==> src/rtl/core/flps_pkg.sv <==
// ----------------------------------------------------------------------------
// flps_pkg
// Types and constants shared by the LED pixel serializer modules.
// ----------------------------------------------------------------------------
package flps_pkg;

  // Number of lanes driven in lockstep, fixed by the byte ports.
  localparam int unsigned Lanes = 4;
  // Bits sent per lane byte.
  localparam int unsigned ByteBits = 8;
  localparam int unsigned BitsLeftW = 4;

  localparam int unsigned SlotCfgW = 10;
  localparam int unsigned LatchCfgW = 16;
  localparam int unsigned CfgDataW = 16;
  localparam int unsigned CfgIdxW = 2;

  // Configuration register indexes.
  localparam logic [CfgIdxW-1:0] CfgZeroHigh = 2'd0;
  localparam logic [CfgIdxW-1:0] CfgOneHigh  = 2'd1;
  localparam logic [CfgIdxW-1:0] CfgBitPeriod = 2'd2;
  localparam logic [CfgIdxW-1:0] CfgLatch    = 2'd3;

  // Reset values of the timing registers.
  localparam logic [SlotCfgW-1:0]  ZeroHighReset  = 10'd29;
  localparam logic [SlotCfgW-1:0]  OneHighReset   = 10'd58;
  localparam logic [SlotCfgW-1:0]  BitPeriodReset = 10'd120;
  localparam logic [LatchCfgW-1:0] LatchReset     = 16'd960;

  // Item operation codes.
  localparam logic OpTick = 1'b0;
  localparam logic OpLoad = 1'b1;

  // Sequencer phase, one-hot.
  typedef enum logic [2:0] {
    PhIdle  = 3'b001,
    PhSend  = 3'b010,
    PhLatch = 3'b100
  } phase_e;

  // Timing configuration as seen by the engine.
  typedef struct packed {
    logic [SlotCfgW-1:0]  zero_high;
    logic [SlotCfgW-1:0]  one_high;
    logic [SlotCfgW-1:0]  bit_period;
    logic [LatchCfgW-1:0] latch;
  } timing_cfg_t;

  // One result item.
  typedef struct packed {
    logic [Lanes-1:0] line_levels;
    logic             load_accepted;
    logic             busy;
  } result_t;

endpackage

==> src/rtl/core/flps_cfg_regs.sv <==
// ----------------------------------------------------------------------------
// flps_cfg_regs
// Timing configuration registers written through a plain write port.
// ----------------------------------------------------------------------------
module flps_cfg_regs (
  input  logic                              clk_i,
  input  logic                              rst_ni,
  input  logic                              cfg_we_i,
  input  logic [flps_pkg::CfgIdxW-1:0]      cfg_idx_i,
  input  logic [flps_pkg::CfgDataW-1:0]     cfg_data_i,
  output flps_pkg::timing_cfg_t             cfg_o
);

  flps_pkg::timing_cfg_t cfg_q;
  flps_pkg::timing_cfg_t cfg_d;

  // Decode the write into the addressed register.
  always_comb begin
    cfg_d = cfg_q;
    if (cfg_we_i) begin
      case (cfg_idx_i)
        flps_pkg::CfgZeroHigh:  cfg_d.zero_high  = cfg_data_i[flps_pkg::SlotCfgW-1:0];
        flps_pkg::CfgOneHigh:   cfg_d.one_high   = cfg_data_i[flps_pkg::SlotCfgW-1:0];
        flps_pkg::CfgBitPeriod: cfg_d.bit_period = cfg_data_i[flps_pkg::SlotCfgW-1:0];
        flps_pkg::CfgLatch:     cfg_d.latch      = cfg_data_i[flps_pkg::LatchCfgW-1:0];
        default: cfg_d = cfg_q;
      endcase
    end
  end

  always_ff @(posedge clk_i or negedge rst_ni) begin
    if (!rst_ni) begin
      cfg_q.zero_high  <= flps_pkg::ZeroHighReset;
      cfg_q.one_high   <= flps_pkg::OneHighReset;
      cfg_q.bit_period <= flps_pkg::BitPeriodReset;
      cfg_q.latch      <= flps_pkg::LatchReset;
    end else begin
      cfg_q <= cfg_d;
    end
  end

  assign cfg_o = cfg_q;

endmodule

==> src/rtl/core/flps_engine.sv <==
// ----------------------------------------------------------------------------
// flps_engine
// Serializer state and the single-pass update for one item.
// ----------------------------------------------------------------------------
module flps_engine #(
  parameter int unsigned TIMER_BITS = 16
) (
  input  logic                        clk_i,
  input  logic                        rst_ni,
  input  logic                        step_i,
  input  logic                        operation_i,
  input  logic [flps_pkg::ByteBits-1:0] lane_bytes_i [flps_pkg::Lanes],
  input  logic                        frame_end_i,
  input  flps_pkg::timing_cfg_t       cfg_i,
  output flps_pkg::result_t           result_o
);

  // Compare width covers both the timer and the widest setting.
  localparam int unsigned CmpW =
    (TIMER_BITS > flps_pkg::LatchCfgW) ? TIMER_BITS : flps_pkg::LatchCfgW;

  logic [flps_pkg::ByteBits-1:0]  shift_q [flps_pkg::Lanes];
  logic [flps_pkg::ByteBits-1:0]  shift_d [flps_pkg::Lanes];
  logic [flps_pkg::BitsLeftW-1:0] bits_q, bits_d;
  logic [TIMER_BITS-1:0]          timer_q, timer_d;
  flps_pkg::phase_e               phase_q, phase_d;
  logic                           closing_q, closing_d;
  logic [flps_pkg::Lanes-1:0]     line_q, line_d;

  logic [TIMER_BITS-1:0]          timer_inc;
  logic [CmpW-1:0]                timer_ext, next_ext;
  logic [CmpW-1:0]                zero_ext, one_ext, period_ext, latch_ext;
  logic                           timer_full;
  logic [flps_pkg::Lanes-1:0]     lane_high;
  logic                           accepted;
  logic                           is_send, is_latch;

  assign timer_inc  = timer_q + 1'b1;
  assign timer_full = &timer_q;
  assign timer_ext  = CmpW'(timer_q);
  assign next_ext   = CmpW'(timer_inc);
  assign zero_ext   = CmpW'(cfg_i.zero_high);
  assign one_ext    = CmpW'(cfg_i.one_high);
  assign period_ext = CmpW'(cfg_i.bit_period);
  assign latch_ext  = CmpW'(cfg_i.latch);

  // Undefined phase codes behave as idle.
  always_comb begin
    is_send  = 1'b0;
    is_latch = 1'b0;
    case (phase_q)
      flps_pkg::PhSend:  is_send  = 1'b1;
      flps_pkg::PhLatch: is_latch = 1'b1;
      default: begin
        is_send  = 1'b0;
        is_latch = 1'b0;
      end
    endcase
  end

  // Per-lane level in the current slot: ones hold until one-high, zeros
  // drop at zero-high, and nothing stays up past one-high.
  always_comb begin
    for (int i = 0; i < flps_pkg::Lanes; i++) begin
      lane_high[i] = (timer_ext < one_ext) &&
                     (shift_q[i][flps_pkg::ByteBits-1] || (timer_ext < zero_ext));
    end
  end

  // Next state for the item in the input register.
  always_comb begin
    shift_d   = shift_q;
    bits_d    = bits_q;
    timer_d   = timer_q;
    phase_d   = (is_send || is_latch) ? phase_q : flps_pkg::PhIdle;
    closing_d = closing_q;
    line_d    = line_q;
    accepted  = 1'b0;

    if (operation_i == flps_pkg::OpLoad) begin
      // A load is taken only when idle; otherwise it changes nothing.
      if (!is_send && !is_latch) begin
        shift_d   = lane_bytes_i;
        bits_d    = flps_pkg::BitsLeftW'(flps_pkg::ByteBits);
        timer_d   = '0;
        closing_d = frame_end_i;
        line_d    = '0;
        phase_d   = flps_pkg::PhSend;
        accepted  = 1'b1;
      end
    end else if (is_send) begin
      line_d = lane_high;
      if (next_ext >= period_ext || timer_full) begin
        timer_d = '0;
        for (int i = 0; i < flps_pkg::Lanes; i++) begin
          shift_d[i] = {shift_q[i][flps_pkg::ByteBits-2:0], 1'b0};
        end
        bits_d = bits_q - 1'b1;
        if (bits_d == '0) begin
          phase_d = closing_q ? flps_pkg::PhLatch : flps_pkg::PhIdle;
        end
      end else begin
        timer_d = timer_inc;
      end
    end else if (is_latch) begin
      line_d = '0;
      if (next_ext >= latch_ext || timer_full) begin
        timer_d   = '0;
        phase_d   = flps_pkg::PhIdle;
        closing_d = 1'b0;
      end else begin
        timer_d = timer_inc;
      end
    end else begin
      line_d = '0;
    end
  end

  always_ff @(posedge clk_i or negedge rst_ni) begin
    if (!rst_ni) begin
      for (int i = 0; i < flps_pkg::Lanes; i++) begin
        shift_q[i] <= '0;
      end
      bits_q    <= '0;
      timer_q   <= '0;
      phase_q   <= flps_pkg::PhIdle;
      closing_q <= 1'b0;
      line_q    <= '0;
    end else if (step_i) begin
      shift_q   <= shift_d;
      bits_q    <= bits_d;
      timer_q   <= timer_d;
      phase_q   <= phase_d;
      closing_q <= closing_d;
      line_q    <= line_d;
    end
  end

  // Result reflects the state after this item.
  assign result_o.line_levels   = line_d;
  assign result_o.load_accepted = accepted;
  assign result_o.busy          = (phase_d == flps_pkg::PhSend) ||
                                  (phase_d == flps_pkg::PhLatch);

endmodule

==> src/rtl/core/four_lane_led_pixel_serializer.sv <==
// ----------------------------------------------------------------------------
// four_lane_led_pixel_serializer
// Drives four one-wire LED pixel lines in lockstep from per-lane bytes.
// ----------------------------------------------------------------------------
// Usage:
// Items arrive on the input channel (in_valid_i / in_stall_o). A tick item
// advances the waveform timebase by one tick; a load item hands over one
// byte per lane, sent most significant bit first, and is refused while the
// block is busy. Every item, tick or load, produces exactly one result on the
// output channel (out_valid_o / out_stall_i) with the lane levels, whether a
// load was taken, and the busy flag.
// An item is held in the input register and its result is registered in the
// output register. One item is accepted every cycle unless the output side
// stalls; the update for an item is a single compare-and-select pass over the
// serializer state. When the receiver stalls, the result register holds and
// the input register fills; after that in_stall_o rises in the same cycle as
// out_stall_i. Reset clears both valid bits and the engine's line state, sets
// the sequencer idle and the timing registers to their default values.
// Timing registers are written through cfg_we_i / cfg_idx_i / cfg_data_i;
// the user must write them only while no item is in flight (not enforced).
// ----------------------------------------------------------------------------
module four_lane_led_pixel_serializer #(
  parameter int unsigned TIMER_BITS = 16
) (
  input  logic                          clk_i,
  input  logic                          rst_ni,
  input  logic                          cfg_we_i,
  input  logic [flps_pkg::CfgIdxW-1:0]  cfg_idx_i,
  input  logic [flps_pkg::CfgDataW-1:0] cfg_data_i,
  input  logic                          in_valid_i,
  output logic                          in_stall_o,
  input  logic                          operation_i,
  input  logic [7:0]                    lane0_byte_i,
  input  logic [7:0]                    lane1_byte_i,
  input  logic [7:0]                    lane2_byte_i,
  input  logic [7:0]                    lane3_byte_i,
  input  logic                          frame_end_i,
  output logic                          out_valid_o,
  input  logic                          out_stall_i,
  output logic [3:0]                    line_levels_o,
  output logic                          load_accepted_o,
  output logic                          busy_res_o
);

  flps_pkg::timing_cfg_t          cfg;
  flps_pkg::result_t              result;
  logic                           in_valid_q;
  logic                           op_q;
  logic [flps_pkg::ByteBits-1:0]  bytes_q [flps_pkg::Lanes];
  logic                           frame_end_q;
  logic                           out_valid_q;
  flps_pkg::result_t              out_q;
  logic                           advance;
  logic                           in_take;
  logic                           step;

  // Pipeline moves whenever the result register is free or being drained.
  assign advance    = !out_valid_q || !out_stall_i;
  assign in_stall_o = in_valid_q && !advance;
  assign in_take    = in_valid_i && !in_stall_o;
  assign step       = in_valid_q && advance;

  flps_cfg_regs u_cfg (
    .clk_i      (clk_i),
    .rst_ni     (rst_ni),
    .cfg_we_i   (cfg_we_i),
    .cfg_idx_i  (cfg_idx_i),
    .cfg_data_i (cfg_data_i),
    .cfg_o      (cfg)
  );

  // Input register: valid is control, the fields are payload.
  always_ff @(posedge clk_i or negedge rst_ni) begin
    if (!rst_ni) begin
      in_valid_q <= 1'b0;
    end else if (advance || !in_valid_q) begin
      in_valid_q <= in_valid_i;
    end
  end

  always_ff @(posedge clk_i) begin
    if (in_take) begin
      op_q        <= operation_i;
      bytes_q[0]  <= lane0_byte_i;
      bytes_q[1]  <= lane1_byte_i;
      bytes_q[2]  <= lane2_byte_i;
      bytes_q[3]  <= lane3_byte_i;
      frame_end_q <= frame_end_i;
    end
  end

  flps_engine #(
    .TIMER_BITS (TIMER_BITS)
  ) u_engine (
    .clk_i        (clk_i),
    .rst_ni       (rst_ni),
    .step_i       (step),
    .operation_i  (op_q),
    .lane_bytes_i (bytes_q),
    .frame_end_i  (frame_end_q),
    .cfg_i        (cfg),
    .result_o     (result)
  );

  // Result register.
  always_ff @(posedge clk_i or negedge rst_ni) begin
    if (!rst_ni) begin
      out_valid_q <= 1'b0;
    end else if (advance) begin
      out_valid_q <= in_valid_q;
    end
  end

  always_ff @(posedge clk_i) begin
    if (step) begin
      out_q <= result;
    end
  end

  assign out_valid_o     = out_valid_q;
  assign line_levels_o   = out_q.line_levels;
  assign load_accepted_o = out_q.load_accepted;
  assign busy_res_o      = out_q.busy;

endmodule

==> config.mk <==
export PLATFORM = sky130hd
export DESIGN_NAME = four_lane_led_pixel_serializer
export DESIGN_NICKNAME = d
export VERILOG_FILES = /design/src/rtl/core/flps_pkg.sv /design/src/rtl/core/flps_cfg_regs.sv /design/src/rtl/core/flps_engine.sv /design/src/rtl/core/four_lane_led_pixel_serializer.sv
export SDC_FILE = /design/constraint.sdc
export NUM_CORES = 1
export LEC_CHECK = 0
export BUFFER_PORTS_ARGS = -buffer_cell sky130_fd_sc_hd__buf_2
export CAP_MARGIN = 20
export CORE_AREA = 2 2 110 133
export CTS_CLUSTER_SIZE = 28
export DETAILED_ROUTE_END_ITERATION = 8
export DIE_AREA = 0 0 112 135
export GPL_TIMING_DRIVEN = 0
export PLACE_DENSITY = 0.75
export SLEW_MARGIN = 30
export SYNTH_ARGS = -nofsm -noshare
export SYNTH_HDL_FRONTEND = slang
export SYNTH_SLANG_ARGS = --single-unit
==> constraint.sdc <==
create_clock -name clk_i -period 10.1 [get_ports clk_i]
set_input_delay 3.03 -clock clk_i [delete_from_list [all_inputs] [get_ports clk_i]]
set_output_delay 3.03 -clock clk_i [all_outputs]
set_load 0.01 [all_outputs]
; ---- After elaboration in Yosys (flattened, before gate mapping)
; Index checks and enable logic that the tools add are counted.
; W data, S select, Z words.
[op_classes]
add_sub_neg = 2
mul = 0
n_div = 0
order_cmp = 4
eq_ne = 9
shift = 0
muxes = 34
bitwise_logic = 0
n_reduce_logical = 40
[ops]
columns = operator, n
row1 = $mux W32, 4
row2 = $mux W16, 6
row3 = $lt A16 B10 Y1, 2
row4 = $mux W4, 7
row5 = $mux W3, 9
row6 = $add A16 B1 Y16 const B, 1
row7 = $ge A16 B10 Y1, 1
row8 = $ge A16 B16 Y1, 1
row9 = $reduce_and A16 Y1, 1
row10 = $logic_or A1 B1 Y1, 10
row11 = $logic_and A1 B1 Y1, 8
row12 = $mux W1, 8
row13 = $reduce_and A2 Y1, 4
row14 = $reduce_bool A2 Y1, 4
row15 = $logic_not A1 Y1, 7
row16 = $eq A3 B2 Y1 const B, 2
row17 = $eq A3 B3 Y1 const B, 2
row18 = $reduce_and A5 Y1, 1
row19 = $eq A2 B2 Y1 const B, 2
row20 = $logic_not A4 Y1, 1
row21 = $reduce_and A4 Y1, 1
row22 = $sub A4 B1 Y4 const B, 1
row23 = $reduce_and A3 Y1, 1
row24 = $reduce_bool A3 Y1, 1
row25 = other kinds (4), 4
[word_totals]
reg_bits = 148
latchBits = 0
ram_bits = 0
romBits = 0
inputBits = 57
output_inout_bits = 8
wordCells = 113
n_memories = 0

; ---- Longest topological paths before layout
; Gate-level depths: netlist (run 1).
[logic_depth]
word_depth = 10
mapped_depth = 15
ltp_nobuf = 14

; ---- Cells and area by module
; From an unflattened synthesis (run 1), not the netlist that was laid out.
[unflattened]
hier_cells = 639
area_unflattened_um2 = 7618.6
[modules_own_cells]
columns = module, instances, cells_per_inst, area_each_um2, seq_area_each_um2
row1 = flps_engine, 1, 491, 4519.3, 1502.7
row2 = flps_cfg_regs, 1, 100, 1805.5, 1171.1
row3 = four_lane_led_pixel_serializer, 1, 48, 1293.7, 1251.2

; ---- Worst setup path after synthesis (run 1)
; Ideal clock, no wire load.
[synth_path]
path_type = input port to output port
startpoint = in out_stall_i
endpoint = out in_stall_o
t_arrival_ns = 3.216
path_slack_ns = 3.854
cell_stages = 2
n_path_buf = 0
path_cell_list = nand3_1 > inv_1
[synth_between]
elab_chain_len = 4
[synth_lines]
columns = element, line_no
row1 = from (decl), four_lane_led_pixel_serializer.sv:39  ; input logic out_stall_i,
row2 = $logic_not A1 Y1, four_lane_led_pixel_serializer.sv:58  ; assign advance = !out_valid_q || !out_stall_i;
row3 = $logic_or A1 B1 Y1, four_lane_led_pixel_serializer.sv:58
row4 = $logic_not A1 Y1, four_lane_led_pixel_serializer.sv:59  ; assign in_stall_o = in_valid_q && !advance;
row5 = $logic_and A1 B1 Y1, four_lane_led_pixel_serializer.sv:59
row6 = to (decl), four_lane_led_pixel_serializer.sv:31  ; output logic in_stall_o,
; No other way between the ends.

; ---- Worst setup path in the final report (run 1)
; Same ends and word-level chain as after synthesis.

==> flow_metrics.py, run 1 <==
metrics = {
    "place": {
        "hpwl_um": 11900,
        "pre_cts_slack_ns": 3.64,
        "portBuffers": 64,
        "gpl.final_weighted_congestion": 0.884,
    },
    "clock_tree": {
        "cts_tree": "done",
        "cts_buffers": 17,
        "clk_pin_slew_ns": 0.06,
        "post_cts_buffers": 0,
        "cts.sinks": 148,
        "cts_root_buf": "clkbuf_16",
        "htree_num_levels": 4,
        "post_cts_resize_count": 0,
        "holdBufCountCts": 0,
        "cts_buffer_depth": 2,
        "clk_latency_ns": 0.42,
    },
    "synthesis": {
        "synth_nets": 787,
        "synth_area_leaders": "dfrtp_1, edfxtp_1, ha_1, dfstp_2, mux2_2",
        "synth-async-reset-ratio": 0.730,
        "synth_top_area_frac": 0.300,
        "synth_edf_count": 40,
        "syn_inst": 684,
        "ys_warn_count": 0,
        "muxShareOfSynthArea": 0.0933,
        "yosys.area.top_type": "dfrtp_1",
        "ys_ff_latch": 148,
        "synth_xor_area_frac": 0.0196,
        "synth-simple-area-share": 0.127,
        "syn_avg_cell_area_sq_um": 11.1,
        "synth_flop_cell": "dfrtp_1",
        "synth_area_sq_um": 7590,
        "yosysMostFrequentCell": "dfrtp_1",
        "seq_area_frac_synth": 0.517,
        "synthAdderAreaFrac": 0.0758,
        "synth_top_family_by_area": "simple AND/OR/NAND/NOR gates",
        "yosysUniqueCellTypes": 62,
        "synth_compound_area_frac": 0.123,
        "synth_commonest_cells": "dfrtp_1, nand2_1, inv_1, ha_1, nor2_1",
    },
    "timing": {
        "period_share": 0.639,
        "skew_ns": 0.0103,
        "rsz0062_at_grt": "no",
        "drv_slew": 0,
        "fmax_ghz": 0.155,
        "final_hold_viol_count": 0,
        "relSlewSlack": 0.410,
        "setup_viol": 0,
        "fin_ws_ns": 3.65,
        "fin_setup_tns_ns": 0,
        "tightest_slew_ns": 0.879,
        "finalCriticalPeriod_ns": 6.45,
    },
    "cells_and_area": {
        "nNetsFinal": 871,
        "syn2layout_area_growth_pct": 15.3,
        "drive_above_1_share": 0.239,
        "seqCellArea_sq_um": 3930,
        "antenna_cells": 0,
        "multiInputGateArea_sq_um": 3340,
        "fillers": 1106,
    },
    "die": {
        "die_area_sq_um": 15100,
        "die_h_um": 135,
        "io_pins": 65,
        "core-area_sq_um": 13800,
        "start_util": 0.552,
        "row_count": 47,
        "die_w_um": 112,
    },
    "grt": {
        "overflow": 0,
        "grt_pass1_wl_um": 26900,
        "grt_usage": 0.225,
        "grt_max_degree": 71,
        "grt_antenna_before_repair": 0,
        "grt_pass1_vias": 5616,
    },
    "routing": {
        "drt-total-wl_um": 15900,
        "dr.pass1.iters": 4,
        "final_antenna_net_count": 0,
        "routed_via_density": 5.57,
        "drc_errors": 0,
        "wl_per_cell_um": 16.7,
        "drt_iter0_drc": 256,
        "via_count": 5306,
    },
    "hold_path": {
        "hold_class": "reg2reg",
    },
    "power_and_ir_drop": {
        "power_density_nw_per_um2": 238,
        "p_leak_nw": 3.96,
        "ir_drop_uv": 190,
    },
    "setup_path": {
        "crit_path_end_kind": "output pin",
        "cp.arrival_ns": 3.42,
        "crit_top_cell": "buf_2",
        "cpPeakStageDelay_ns": 0.13,
        "crit_buf_inv": 3,
        "required_ns": 7.07,
        "critPathMaxFanout": 3,
        "startpoint_type": "primary input",
        "cpLargestDelayFamily": "buffers and inverters",
        "crit_type": "in2out",
        "cpMaxStageDelayCell": "buf_2",
        "cp_cell_sequence": "buf_2 > nand3_1 > inv_1 > buf_2",
    },
    "outcome": {
        "status": "finished, final reports clean",
    },
    "run": {
        "maxCapViolCount": 0,
    },
}
[per-layer routing]
layer | share of wire | GRT usage | up-vias
met5 | 0 | 0 | -
met4 | 0.023 | 0.0881 | 0
met3 | 0.034 | 0.0498 | 30
met2 | 0.53 | 0.405 | 123
met1 | 0.41 | 0.262 | 2564
li1 | - | - | 2589
[area by class of cell]
class	count	share of cell area
inverters	58	0.0249
multi-input cells	452	0.381
flip-flops and latches	148	0.449
repair buffers	65	0.0405
clock buffers	19	0.0518
plain buffers	26	0.0134
clock inverters	13	0.0150
well taps	171	0.0245
[where the power goes]
part	total, mW	leakage (nW)	switching [mW]	internal (mW)
Combinational	0.597	2.04	0.349	0.248
Sequential	0.865	1.65	0.0929	0.772
Clock	0.619	0.281	0.244	0.375
Total	2.08	3.96	0.686	1.40
[metrics by stage]
step                instances  hold slack [ns]  total power [mW]   util  area (sq um)
finish                    952            0.464              2.08  0.636          8750
global route              952            0.486              2.22  0.636          8750
CTS                       952            0.466              2.10  0.636          8750
detailed placement        920            0.449              1.47  0.593          8160
global placement          919            0.439              1.43  0.590          8120
floorplan                 684            0.426              1.29      -          7590
[sequential cells by signal (all words and copies together) (netlist names)]
register,flops
u_cfg.cfg_o,46
u_engine.shift_q,32
out_valid_o,1
in_valid_q,1
line_levels_o,4
u_engine.phase_q,3
frame_end_q,1
busy_res_o,1
bytes_q,32
u_engine.timer_ext,16
u_engine.bits_q,4
u_engine.line_q,4
load_accepted_o,1
u_engine.closing_q,1
op_q,1
[worst paths after layout]
check	cells past startpoint	end	slack (ns)	start
max	4	in_stall_o	3.65	out_stall_i
min	2	u_engine.shift_q[0]	0.46	bytes_q[0]
max reg2reg	13	u_engine.timer_ext[9]	5.94	u_engine.timer_ext[3]
min reg2reg	2	u_engine.shift_q[0]	0.46	bytes_q[0]
max in group asynchronous	2	u_engine.phase_q[0]	6.88	rst_ni
min in group asynchronous	1	in_valid_q	2.51	rst_ni
[layout by cell type, fill, tap and decap left out, types with 3 or more instances in the layout]
cell type,count
mux2i_1,28
or3_1,6
nor3_1,11
clkinvlp_4,3
clkinv_1,3
a21o_1,7
and3_1,6
clkinv_2,3
edfxtp_1,40
o31ai_4,4
o211ai_2,6
a211oi_1,6
o211ai_1,4
nor2b_1,4
buf_2,70
dfstp_2,17
inv_1,57
o21ai_0,34
clkbuf_1,17
nand2_1,59
nor2_1,45
mux2_2,38
xor2_1,5
o31ai_1,6
or2_2,4
nand4_1,13
o21ai_1,8
clkbuf_16,17
dfrtp_1,91
nand3_1,13
a21oi_1,37
nand2b_1,10
xnor2_1,12
ha_1,46
[tightest hold or removal path, cell delays in order (launching register included)]
cell and delay, ns:
edfxtp_1 0.32, nand2_1 0.04, o21ai_0 0.06
[logic make-up after synthesis]
| family | count (synthesis) |
|---|---|
| AND/OR/NAND/NOR | 189 |
| flip-flops | 148 |
| AO/OA/AOI/OAI | 134 |
| buffers and inverters | 84 |
| multiplexers | 66 |
| adder cells (fa/ha/maj) | 46 |
| XOR/XNOR | 17 |
(Power assumes the default switching activity.)
==> run 2: changes to the inputs <==
--- a/config.mk
+++ b/config.mk
@@ -7,12 +7,12 @@
 export LEC_CHECK = 0
 export BUFFER_PORTS_ARGS = -buffer_cell sky130_fd_sc_hd__buf_2
 export CAP_MARGIN = 20
-export CORE_AREA = 2 2 110 133
+export CORE_AREA = 2 2 112 135
 export CTS_CLUSTER_SIZE = 28
 export DETAILED_ROUTE_END_ITERATION = 8
-export DIE_AREA = 0 0 112 135
+export DIE_AREA = 0 0 114 137
 export GPL_TIMING_DRIVEN = 0
-export PLACE_DENSITY = 0.75
+export PLACE_DENSITY = 0.76
 export SLEW_MARGIN = 30
 export SYNTH_ARGS = -nofsm -noshare
 export SYNTH_HDL_FRONTEND = slang
==> constraint.sdc (replaced) <==
create_clock -name clk_i -period 5.2 [get_ports clk_i]
set_input_delay 1.56 -clock clk_i [delete_from_list [all_inputs] [get_ports clk_i]]
set_output_delay 1.56 -clock clk_i [all_outputs]
set_load 0.01 [all_outputs]
==> run 2 against run 1 <==
Effect of this change: count of clock-buffer cells in the layout increased by 4; register-to-register slack got worse by 4.9 ns; die area increased by 3.3%; sequential share of layout area decreased by 0.42 points; routed wire length increased by 1.7%; power increased by 100%; sequential cell count unchanged; critical path depth increased by 10; hold slack got worse by 0.0069 ns; clock power increased by 110%; core utilization decreased by 1.8 points; critical path type is now reg2reg; largest cell class unchanged; largest power group unchanged; highest routed layer unchanged.
==> flow_metrics.py, run 2 (synthesis gave the netlist of run 1 again) <==
metrics = {
    "place": {
        "gpl.final_weighted_congestion": 0.922,
        "portBuffers": 64,
        "hpwl_um": 12000,
        "pre_cts_slack_ns": 1.11,
        "placed_cells": 925,
        "place_area_sq_um": 8200,
    },
    "clock_tree": {
        "clk_latency_ns": 0.43,
        "cts_buffer_depth": 2,
        "cts_root_buf": "clkbuf_16",
        "holdBufCountCts": 0,
        "cts_tree": "done",
        "post_cts_buffers": 0,
        "clk_pin_slew_ns": 0.06,
        "htree_num_levels": 4,
        "cts.sinks": 148,
        "cts_buffers": 17,
        "post_cts_resize_count": 0,
    },
    "timing": {
        "hold-worst-slack_ns": 0.457,
        "finalCriticalPeriod_ns": 4.15,
        "fin_setup_tns_ns": 0,
        "drv_slew": 0,
        "relSlewSlack": 0.427,
        "setup_viol": 0,
        "period_share": 0.799,
        "fmax_ghz": 0.241,
        "rsz0062_at_grt": "no",
        "final_hold_viol_count": 0,
        "fin_ws_ns": 1.05,
        "tightest_slew_ns": 0.852,
        "skew_ns": 0.00957,
    },
    "cells_and_area": {
        "nNetsFinal": 872,
        "final_common_cell": "dfrtp_1",
        "layout_common_cells": "dfrtp_1, buf_2, nand2_1",
        "largest_reg_flops": 46,
        "final_cells": 957,
        "utilization": 0.618,
        "antenna_cells": 0,
        "syn2layout_area_growth_pct": 16.4,
        "drive_above_1_share": 0.237,
        "final_area_sq_um": 8830,
    },
    "routing": {
        "drc_errors": 0,
        "dr.pass1.iters": 4,
        "wl_met1_um": 6380,
        "via_count": 5374,
        "drt-total-wl_um": 16200,
        "drt_iter0_drc": 341,
        "top_layer": "met4",
        "route.met2.wl_um": 8780,
        "routed_via_density": 5.62,
        "final_antenna_net_count": 0,
        "wl_per_cell_um": 16.9,
        "route.met3.wl_um": 700,
    },
    "setup_path": {
        "startpoint_type": "flop",
        "crit_path_end_kind": "flop",
        "crit_type": "reg2reg",
        "cpMaxStageDelayCell": "nor3_1",
        "cp.arrival_ns": 4.48,
        "required_ns": 5.53,
        "critPathMaxFanout": 9,
        "rrSetupSlack_ns": 1.05,
        "cpPeakStageDelay_ns": 0.66,
        "cp_cell_sequence": "buf_2 > nand4_4 > nor3_2 > and3_1 > xnor2_1 > inv_1 > ha_1 > a21o_1 > a21oi_1 > nor2b_1 > a211o_1 > nor3_1 > nor2_1 > o31ai_1",
    },
    "power_and_ir_drop": {
        "p_int_mw": 2.85,
        "pwr-share-clk": 0.316,
        "p_leak_nw": 4.00,
        "p_seq_frac": 0.404,
        "power_density_nw_per_um2": 473,
        "ir_drop_uv": 360,
        "p_total_mw": 4.18,
        "switchingPower_mw": 1.33,
        "switching_share": 0.318,
        "combPwrFrac": 0.281,
    },
    "die": {
        "core-area_sq_um": 14300,
        "die_w_um": 114,
        "die_area_sq_um": 15600,
        "io_pins": 65,
        "start_util": 0.531,
        "row_count": 48,
        "die_h_um": 137,
    },
    "outcome": {
        "status": "finished, final reports clean",
    },
    "grt": {
        "overflow": 0,
        "grt_pass1_vias": 5675,
        "grt_antenna_before_repair": 0,
        "grt_max_degree": 61,
        "grt_usage": 0.223,
        "grt_pass1_wl_um": 26900,
    },
    "run": {
        "maxCapViolCount": 0,
    },
    "hold_path": {
        "hold_class": "reg2reg",
    },
}
-- run 2: cell types whose count changed in the layout (fill, tap and decap cells not counted), sizes merged --
cell      before  now
buf           74   75
clkbuf        36   40
bufinv         2    5
clkinv         7    4
inv           59   57
clkinvlp       3    1
-- run 2: power by group through the flow --
| stage | Sequential, mW | Clock, mW | Combinational [mW] |
|---|---|---|---|
| final | 1.69 | 1.32 | 1.17 |
| after detailed placement | 1.70 | 0 | 1.16 |
| after floorplan | 1.64 | 0 | 0.857 |
| after global placement | 1.68 | 0 | 1.09 |
| after CTS | 1.68 | 1.34 | 1.17 |
| after global routing | 1.71 | 1.38 | 1.33 |
-- run 2: cell type report --
type | count | area [sq um]
Clock inverter | 9 | 176
Clock buffer | 23 | 458
Sequential cell | 148 | 3930
Fill cell | 1121 | 5460
Tap cell | 175 | 219
Multi-Input combinational cell | 452 | 3340
Timing Repair Buffer | 66 | 382
Inverter | 58 | 218
Buffer | 26 | 118
-- run 2: metal layers --
layer  global-route usage  up-vias
li1                     -     2596
met1                0.241     2606
met2                0.419      141
met3               0.0461       31
met4               0.0942        0
met5                    0        -
-- run 2: final timing paths --
path                                            start               endpoint  cells past startpoint
max in group asynchronous                      rst_ni        u_cfg.cfg_o[27]                      2
worst min register to register             bytes_q[0]    u_engine.shift_q[0]                      2
worst min-delay path                       bytes_q[0]    u_engine.shift_q[0]                      2
worst max-delay path            u_engine.timer_ext[2]  u_engine.timer_ext[9]                     14
min in group asynchronous                      rst_ni        u_cfg.cfg_o[41]                      1
worst max register to register  u_engine.timer_ext[2]  u_engine.timer_ext[9]                     14
-- run 2: worst max-delay path, delay by kind of cell, from the launching register on --
family	cells	cell delay [ns]
AO/OA/AOI/OAI	4	0.91
adder cells (fa/ha/maj)	1	0.30
flip-flops	1	0.41
XOR/XNOR	1	0.19
buffers and inverters	2	0.33
AND/OR/NAND/NOR	6	1.91
==> run 3: changes to the inputs <==
==> constraint.sdc (replaced) <==
create_clock -name clk_i -period 3.7 [get_ports clk_i]
set_input_delay 1.11 -clock clk_i [delete_from_list [all_inputs] [get_ports clk_i]]
set_output_delay 1.11 -clock clk_i [all_outputs]
set_load 0.01 [all_outputs]
==> run 3 against run 2 <==
Effect of this change: non-clock buffer count rose by 8; sequential cell count did not move; sequential power rose by 40%; die area did not move; count of clock-buffer cells in the layout did not move; critical path depth did not move; critical endpoint is now busy_res_o; global-route usage barely moved; first-iteration DRC count fell by 16%; final cell count rose by 0.94%.
==> flow_metrics.py, run 3 (synthesis gave the netlist of run 1 again) <==
metrics = {
    "outcome": {
        "status": "finished, final reports clean",
    },
    "cells_and_area": {
        "multiInputGateArea_sq_um": 3410,
        "final_area_sq_um": 8980,
        "antenna_cells": 0,
        "drive_above_1_share": 0.263,
        "syn2layout_area_growth_pct": 18.3,
        "largest_reg_flops": 46,
        "fillers": 1089,
        "layout_common_cells": "dfrtp_1, buf_2, nand2_1",
        "seqCellArea_sq_um": 3930,
        "utilization": 0.628,
        "final_common_cell": "dfrtp_1",
        "nNetsFinal": 881,
    },
    "die": {
        "core-area_sq_um": 14300,
        "die_area_sq_um": 15600,
        "die_h_um": 137,
        "die_w_um": 114,
        "row_count": 48,
        "start_util": 0.531,
        "io_pins": 65,
    },
    "clock_tree": {
        "htree_num_levels": 4,
        "cts_tree": "done",
        "clk_pin_slew_ns": 0.06,
        "cts_buffer_depth": 2,
        "holdBufCountCts": 0,
        "cts.sinks": 148,
        "cts_root_buf": "clkbuf_16",
        "clk_latency_ns": 0.43,
        "cts_buffers": 17,
    },
    "setup_path": {
        "crit_type": "reg2reg",
        "cp_cell_sequence": "clkbuf_4 > nand4_4 > nor2_1 > nand2_1 > xor2_2 > inv_1 > ha_1 > and4_1 > o2111ai_1 > o221a_2 > and2_4 > nand3b_4 > o21a_1 > or3_1",
        "cpPeakStageDelay_ns": 0.41,
        "startpoint_type": "flop",
        "cp.arrival_ns": 3.82,
        "crit_path_end_kind": "flop",
        "cpMaxStageDelayCell": "dfrtp_1",
        "required_ns": 3.87,
        "critPathMaxFanout": 9,
    },
    "routing": {
        "via_count": 5472,
        "final_antenna_net_count": 0,
        "wl_per_cell_um": 17.3,
        "routed_via_density": 5.66,
        "drt-total-wl_um": 16700,
        "drt_iter0_drc": 285,
        "drc_errors": 0,
        "dr.pass1.iters": 5,
    },
    "timing": {
        "setup_viol": 0,
        "final_hold_viol_count": 0,
        "tightest_slew_ns": 0.794,
        "drv_slew": 0,
        "fmax_ghz": 0.274,
        "finalCriticalPeriod_ns": 3.65,
        "skew_ns": 0.00757,
        "period_share": 0.986,
        "relSlewSlack": 0.471,
    },
    "power_and_ir_drop": {
        "ir_drop_uv": 509,
        "p_seq_frac": 0.401,
        "p_int_mw": 4.04,
        "power_density_nw_per_um2": 660,
        "p_leak_nw": 4.07,
        "pwr-share-clk": 0.313,
        "combPwrFrac": 0.286,
        "switchingPower_mw": 1.89,
        "switching_share": 0.319,
    },
    "grt": {
        "grt_max_degree": 61,
        "grt_pass1_wl_um": 26900,
        "overflow": 0,
        "grt_usage": 0.223,
        "grt_antenna_before_repair": 0,
        "grt_pass1_vias": 5660,
    },
    "place": {
        "hpwl_um": 12000,
        "place_area_sq_um": 8200,
        "gpl.final_weighted_congestion": 0.922,
        "portBuffers": 64,
    },
    "hold_path": {
        "hold_class": "reg2reg",
    },
    "run": {
        "maxCapViolCount": 0,
    },
}
run 3: repair_timing:
action,4_1_cts,5_1_grt
endpoints found under the setup margin,48,48
buffers inserted,0,8
hold endpoints to repair,0,0
gates resized for setup,8,12
pin swaps,0,3
gates cloned,0,1
run 3: layout make-up:
class / count / area share
plain buffers: 26 / 0.0139
clock buffers: 23 / 0.0510
clock inverters: 9 / 0.0196
inverters: 58 / 0.0242
multi-input cells: 453 / 0.380
flip-flops and latches: 148 / 0.438
well taps: 175 / 0.0244
repair buffers: 74 / 0.0492
run 3: power groups by stage:
| stage | clock network (mW) | registers, mW | logic, mW |
|---|---|---|---|
| 5_1_grt | 1.94 | 2.41 | 1.92 |
| 3_3_place_gp | 0 | 2.36 | 1.53 |
| 2_1_floorplan | 0 | 2.31 | 1.20 |
| 3_5_place_dp | 0 | 2.39 | 1.62 |
| 6_report | 1.86 | 2.37 | 1.70 |
| 4_1_cts | 1.88 | 2.37 | 1.66 |
run 3: per-stage QoR:
step / hold WS, ns / power [mW] / setup slack (ns) / TNS [ns] / cells
after floorplan: 0.426 / 3.51 / 0.257 / 0 / 684
after global placement: 0.437 / 3.89 / -0.281 / -3.91 / 923
after detailed placement: 0.439 / 4.01 / -0.392 / -7.59 / 925
after CTS: 0.455 / 5.91 / -0.000664 / -0.000846 / 957
after global routing: 0.479 / 6.27 / -0.0658 / -0.366 / 966
final: 0.457 / 5.93 / 0.0510 / 0 / 966
run 3: final timing paths:
| check | cells past startpoint | from | end | slack [ns] |
|---|---|---|---|---|
| setup / recovery | 14 | u_engine.timer_ext[2] | busy_res_o | 0.05 |
| hold / removal | 2 | bytes_q[0] | u_engine.shift_q[0] | 0.46 |
| setup reg to reg | 14 | u_engine.timer_ext[2] | busy_res_o | 0.05 |
| hold reg to reg | 2 | bytes_q[0] | u_engine.shift_q[0] | 0.46 |
| max in group asynchronous | 2 | rst_ni | u_cfg.cfg_o[36] | 2.40 |
| min in group asynchronous | 1 | rst_ni | u_cfg.cfg_o[41] | 0.61 |
run 3: routing by layer:
metal,routed length (um),vias to the layer above,share of wire,global-route usage
met5,0,-,0,0
met4,369,0,0.022,0.0928
met3,808,38,0.048,0.0461
met2,9100,149,0.55,0.420
met1,6390,2664,0.38,0.241
li1,-,2621,-,-
run 3: critical path: cells and delay by family, from the launching register on:
kind / cells / cell delay, ns
AOI/OAI and AO/OA: 3 / 0.70
adders and majority gates: 1 / 0.30
buffers and inverters: 2 / 0.35
DFF: 1 / 0.41
xor gates and xnor gates: 1 / 0.23
and+or+nand+nor: 7 / 1.38
